===== config.mk =====
export PLATFORM = sky130hd
export DESIGN_NAME = mctf_ctrl
export DESIGN_NICKNAME = d
export VERILOG_FILES = /design/src/rtl/core/mctf_pkg.sv /design/src/rtl/core/mctf_ctrl.sv
export SDC_FILE = /design/constraint.sdc
export NUM_CORES = 1
export LEC_CHECK = 0
export BUFFER_PORTS_ARGS = -buffer_cell sky130_fd_sc_hd__buf_2
export CORE_AREA = 2 2 39 41
export CTS_CLUSTER_SIZE = 28
export DETAILED_ROUTE_END_ITERATION = 8
export DIE_AREA = 0 0 41 43
export RECOVER_POWER = 50
export SYNTH_ARGS = -nofsm -noshare
export SYNTH_HDL_FRONTEND = slang
export SYNTH_SLANG_ARGS = --single-unit
export TNS_END_PERCENT = 50

===== constraint.sdc =====
create_clock -name clk_i -period 0.9 [get_ports clk_i]
set_input_delay 0.09 -clock clk_i [delete_from_list [all_inputs] [get_ports clk_i]]
set_output_delay 0.09 -clock clk_i [all_outputs]
set_load 0.03 [all_outputs]

===== src/rtl/core/mctf_pkg.sv =====
package mctf_pkg;

  // command codes of the command channel
  localparam logic [1:0] CMD_WRITE  = 2'd0;
  localparam logic [1:0] CMD_UPDATE = 2'd1;
  localparam logic [1:0] CMD_READ   = 2'd2;

  // configuration register indexes
  localparam logic [1:0] CFG_UPDATE_WEIGHT  = 2'd0;
  localparam logic [1:0] CFG_ANALYSIS_MODE  = 2'd1;
  localparam logic [1:0] CFG_PICTURE_HEIGHT = 2'd2;
  localparam logic [1:0] CFG_PICTURE_WIDTH  = 2'd3;

  // field widths fixed by the interface
  localparam int unsigned PIX_W    = 16;
  localparam int unsigned POS_W    = 8;
  localparam int unsigned DIM_W    = 9;
  localparam int unsigned MV_W     = 10;
  localparam int unsigned WEIGHT_W = 10;
  localparam int unsigned COMP_W   = 2;
  localparam int unsigned CFG_W    = 10;
  localparam int unsigned FRAC_W   = 8;
  localparam int unsigned PROD_W   = PIX_W + WEIGHT_W + 1;
  localparam int unsigned NUM_W    = PROD_W + 1;

  // reset values of the configuration registers
  localparam logic [WEIGHT_W-1:0] WEIGHT_RST = 10'd64;
  localparam logic [DIM_W-1:0]    DIM_RST    = 9'd256;

  // controller to datapath commands
  typedef struct packed {
    logic load;      // capture the accepted command
    logic wr_en;     // store the written pixel
    logic rd_en;     // fetch the addressed pixel
    logic upd_addr;  // register clamped addresses and weighted residue
    logic upd_rd;    // fetch both reference pixels
    logic upd_wr;    // write back both updated pixels
  } ctrl_cmd_t;

  // datapath to controller status
  typedef struct packed {
    logic [1:0] cmd;
    logic       comp_ok;
    logic       pos_ok;
  } dp_status_t;

endpackage


===== src/rtl/core/mctf_ctrl.sv =====
module mctf_ctrl (
  input  logic                   clk_i,
  input  logic                   rst_ni,
  input  logic                   start,
  output logic                   busy,
  output logic                   done_o,
  input  mctf_pkg::dp_status_t   status_i,
  output mctf_pkg::ctrl_cmd_t    cmd_o
);
  import mctf_pkg::*;

  localparam logic [2:0] ST_IDLE   = 3'd0;
  localparam logic [2:0] ST_DECODE = 3'd1;
  localparam logic [2:0] ST_RESP   = 3'd2;
  localparam logic [2:0] ST_UPD_RD = 3'd3;
  localparam logic [2:0] ST_UPD_WR = 3'd4;

  logic [2:0] state_q, state_d;

  // next state and datapath commands
  always_comb begin
    state_d = state_q;
    cmd_o   = '0;
    busy    = 1'b1;
    done_o  = 1'b0;
    unique case (state_q)
      ST_IDLE: begin
        busy = 1'b0;
        if (start) begin
          cmd_o.load = 1'b1;
          state_d    = ST_DECODE;
        end
      end
      ST_DECODE: begin
        unique case (status_i.cmd)
          CMD_WRITE: begin
            cmd_o.wr_en = status_i.comp_ok & status_i.pos_ok;
            state_d     = ST_IDLE;
          end
          CMD_UPDATE: begin
            cmd_o.upd_addr = status_i.comp_ok;
            state_d        = status_i.comp_ok ? ST_UPD_RD : ST_IDLE;
          end
          CMD_READ: begin
            cmd_o.rd_en = 1'b1;
            state_d     = ST_RESP;
          end
          default: state_d = ST_IDLE;
        endcase
      end
      ST_RESP: begin
        done_o  = 1'b1;
        state_d = ST_IDLE;
      end
      ST_UPD_RD: begin
        cmd_o.upd_rd = 1'b1;
        state_d      = ST_UPD_WR;
      end
      ST_UPD_WR: begin
        cmd_o.upd_wr = 1'b1;
        state_d      = ST_IDLE;
      end
      default: state_d = ST_IDLE;
    endcase
  end

  // state register
  always_ff @(posedge clk_i or negedge rst_ni) begin
    if (!rst_ni) begin
      state_q <= ST_IDLE;
    end else begin
      state_q <= state_d;
    end
  end

endmodule


# --- Word level (Yosys, flattened, before mapping) ---
# Cells that the tools add are included.
word_totals:
  regBits: 3
  output_inout_bits: 8
  word_cells: 25
  input_bits: 7
classes:
  n_mux: 14
  n_eq_ne: 7
  n_bitwise: 1
  n_reduce_logical: 2
ops:
  columns: ["cell", "count"]
  rows:
  - ["1-bit two-way mux", 9]
  - ["3-bit one-hot mux with 3 select lines", 1]
  - ["3-bit by 2-bit equality test with 1-bit output (second input constant)", 2]
  - ["3-bit two-way mux", 2]
  - ["2-bit one-hot mux with 2 select lines", 1]
  - ["3-bit by 1-bit equality test with 1-bit output (second input constant)", 1]
  - ["3-bit equality test (second input constant)", 1]
  - ["3-bit logical NOT", 1]
  - ["2-bit by 1-bit equality test with 1-bit output (second input constant)", 1]
  - ["2-bit equality test (second input constant)", 1]
  - ["2-bit logical NOT", 1]
  - ["2-bit two-way mux", 1]
  - ["2-bit != test (second input constant)", 1]
  - ["1-bit bitwise AND", 1]

# --- Longest topological paths before layout ---
depth:
  depth_word: 3
  mapped_depth: 4
  depth_no_buf: 4

# --- Worst setup path after synthesis ---
# Ideal clock, no wire load.
synth_timing:
  path_kind: "reg-to-output"
  from: "register state_q[1]"
  to: "output port cmd_o[0] in the netlist's numbering"
  path_slack_ps: -366
  required_time_ps: 810
  path_stages_with_launch: 2
  path_buffers: 0
  arrival_ps: 1176
  path_cell_list: "dfrtp_1 -> nor3b_1"
synth_rtl:
  columns: ["item", "line", "text"]
  rows:
  - ["from (decl)", "mctf_ctrl.sv:18", "logic [2:0] state_q, state_d;"]
  - ["from (signal assigned)", "mctf_ctrl.sv:72", "state_q <= state_d;"]
  - ["to (decl)", "mctf_ctrl.sv:8", "output mctf_pkg::ctrl_cmd_t cmd_o"]

==> results by group <==
Worst setup path
  – CP required: 810 ps
  – Crit path arrival time: 1280 ps
  – Worst Path Max Fanout: 4
  – R2R Path Start: state_q[1]
  – Critical path type: flip-flop to output port
  – FF-to-FF End: state_q[1]
  – Crit start category: flip-flop
  – R2r setup slk: -50 ps
  – FF-to-FF path depth: 2
  – CP endpoint kind: output port

Timing
  – Fmax: 0.728 GHz
  – RSZ-0062 raised after global routing: yes
  – Slew @ Worst Pin: 206 ps
  – Final setup vio count: 11
  – Final Hold Viols: 0
  – Post-layout min period: 1370 ps
  – Final WS setup: -474 ps
  – Post-route setup TNS: -3380 ps
  – Slew Limit Fails: 0
  – Period utilization: 1.53
  – Hold slack: 130 ps
  – Slew margin rel.: 0.862
  – Worst Skew: 1.11 ps

Synth
  – Yosys cell types: 15
  – Seq/Total Area, Yosys: 0.305
  – Synthesis-stage register bit count: 3
  – Synth warnings: 0
  – Mux contribution to synthesized area: 0
  – Synthesized area per cell: 10.3 um^2
  – Synth Area in Adders: 0.152
  – Post-synthesis compound-gate area fraction: 0.0508
  – XOR/XNOR Fraction of Synth Area: 0
  – Synth Flop Type: dfrtp_1
  – Top post-synthesis cells by count: and3b_2 (3), dfrtp_1 (3), ha_1 (3), inv_1 (3), nor3b_1 (2)
  – Ranking of synthesized cells by area: dfrtp_1 (30%), ha_1 (15%), and3b_2 (12%)
  – Synth Area in Simple Gates: 0.447
  – Post-Syn Nets: 34
  – Mapped Cells: 24
  – Cell Area, Synth: 246 um^2
  – Top-area cell type share of the netlist area: 0.305
  – Largest family of logic cells by synthesized area: simple AND/OR/NAND/NOR gates
  – Post-synth top area cell: dfrtp_1
  – Post-synth ARST share: 1.00
  – EDFF count, synth: 0

Power
  – Part of the power in the clock network: 0.371
  – PwrDens: 1240 mW/mm^2
  – Logic pwr share: 0.379
  – Pint: 437 uW
  – Proportion of power drawn by flip-flops and latches: 0.249
  – Switch Pwr: 190 uW
  – Sw Ratio: 0.303
  – VDD IR-drop max: 0.000428 V
  – Leak: 0.264 nW

Floorplan
  – Die height: 43 um
  – Chip width: 41 um
  – Die ar.: 0.00176 mm^2
  – Row cnt: 14
  – Initial Utilization: 0.178
  – Core area: 0.00138 mm^2
  – I/O pins: 15

Clock network
  – CTS Root Cell: clkbuf_4
  – CTS HTree Levels: 1
  – CTS buffer count: 3
  – Number of clock sinks: 3
  – CTS tree: yes
  – Clock buffer depth: 2
  – Clock latency on the worst-skew pair: 230 ps
  – Clk slew on worst S/H paths: 40 ps

Placed design
  – Final RePlAce weighted congestion: 0.666
  – Hpwl dp: 460 um
  – PortBufs: 14
  – DP Worst Slack: -254 ps
  – Post-place instance area: 382 um^2

Layout
  – Final net count: 60
  – Fill cells: 154
  – Multi-input logic area: 203 um^2
  – Largest register by flop count: state_q
  – Max reg flops: 3
  – FF/Latch Area: 75.1 um^2
  – Design Area, Final: 505 um^2
  – P&R area growth vs syn: 105%
  – Layout cells sized above 1: 0.714
  – Biggest regs: state_q (3)
  – Ant. Diodes: 0

Global routing
  – GRT Overall Usage: 0.0956
  – GR Util met2: 0.134
  – GRT Max-Usage Layer: met2
  – Initial antenna violation count: 0
  – Met1 GRT Util: 0.0939
  – Global-route track usage on met3: 0.0262
  – Vias in the first global route: 290
  – Global-route wire length before repair: 1070 um
  – Pin count of the biggest net entering global routing: 6
  – Grt ovf: 0

Routing
  – DRC viols: 0
  – DR vias: 267
  – Iter 0 DRT Violations: 0
  – Wire length per cell: 9.94 um
  – DRT Pass-1 Iters: 1
  – Drt via density: 4.11
  – Post-route ant nets: 0
  – Drt total wl: 646 um

Run status
  – Failing checks: negative setup slack
  – Status: finished with violations

Min path
  – Hold Path Class: primary input to flip-flop
  – Hold path depth: 3
  – Hold Crit Endpoint: state_q[0]
  – Hold_sp: start

Run
  – MaxCap Viol Count: 0
## cell type report
class	instances	area share
flip-flops and latches	3	0.149
inverters	3	0.0223
well taps	16	0.0396
repair buffers	21	0.337
clock buffers	4	0.0520
multi-input cells	18	0.401
## cells by family after synthesis
logic type / after synthesis
AOI/OAI and AO/OA: 2
DFF: 3
buffers and inverters: 3
adders and majority gates: 3
and+or+nand+nor: 13
## worst max path at each step
stage / cells past startpoint / slack (ps) / startpoint / to
finish: 3 / -470 / state_q[1] / cmd_o[4]
global route: 3 / -550 / state_q[1] / cmd_o[4]
floorplan: 2 / -280 / state_q[1] / cmd_o[5]
detailed placement: 3 / -250 / state_q[1] / cmd_o[5]
global placement: 3 / -250 / state_q[1] / cmd_o[4]
CTS: 3 / -470 / state_q[2] / cmd_o[4]
## power by group through the flow
stage	logic [mW]	clock network (mW)	registers, mW
final	0.238	0.232	0.156
after CTS	0.201	0.246	0.154
after global routing	0.255	0.258	0.158
after global placement	0.171	0	0.156
after detailed placement	0.173	0	0.156
after floorplan	0.104	0	0.160
## placed cells by master (no fill, tap or decap)
cell type	count
nor3b_2	2
and3_4	1
nand2b_4	1
buf_6	7
clkbuf_1	2
a211oi_2	1
clkbuf_4	3
buf_4	7
nor2_4	1
or3_4	1
buf_2	5
nand3_2	1
ha_1	3
and4_1	1
dfrtp_1	3
nor3b_4	1
and2_2	1
dlygate4sd3_1	1
and3b_2	3
inv_1	3
a21oi_1	1
## worst max-delay path, stage by stage, from the launching register on
cell and delay, ps:
dfrtp_1 420, nor3b_4 260, and4_1 240, buf_6 130
## per-stage QoR
stage	util	instances	total power [mW]
floorplan	-	24	0.264
global placement	0.276	58	0.327
detailed placement	0.276	58	0.329
CTS	0.331	63	0.601
global route	0.365	65	0.671
finish	0.365	65	0.626
## layer usage
| layer | part of all wire | wire length (um) | vias to the layer above |
|---|---|---|---|
| met5 | 0 | 0 | - |
| met4 | 0.029 | 19 | 0 |
| met3 | 0.070 | 45 | 2 |
| met2 | 0.51 | 327 | 13 |
| met1 | 0.39 | 253 | 117 |
| li1 | - | - | 135 |
## what timing repair did
action,4_1_cts,5_1_grt
hold buffers,1,0
hold endpoints to repair,3,0
setup buffers,0,2
setup endpoints to repair,10,11
pin swaps,2,7
gates resized for setup,13,7
Power figures use the tool's default switching activity.
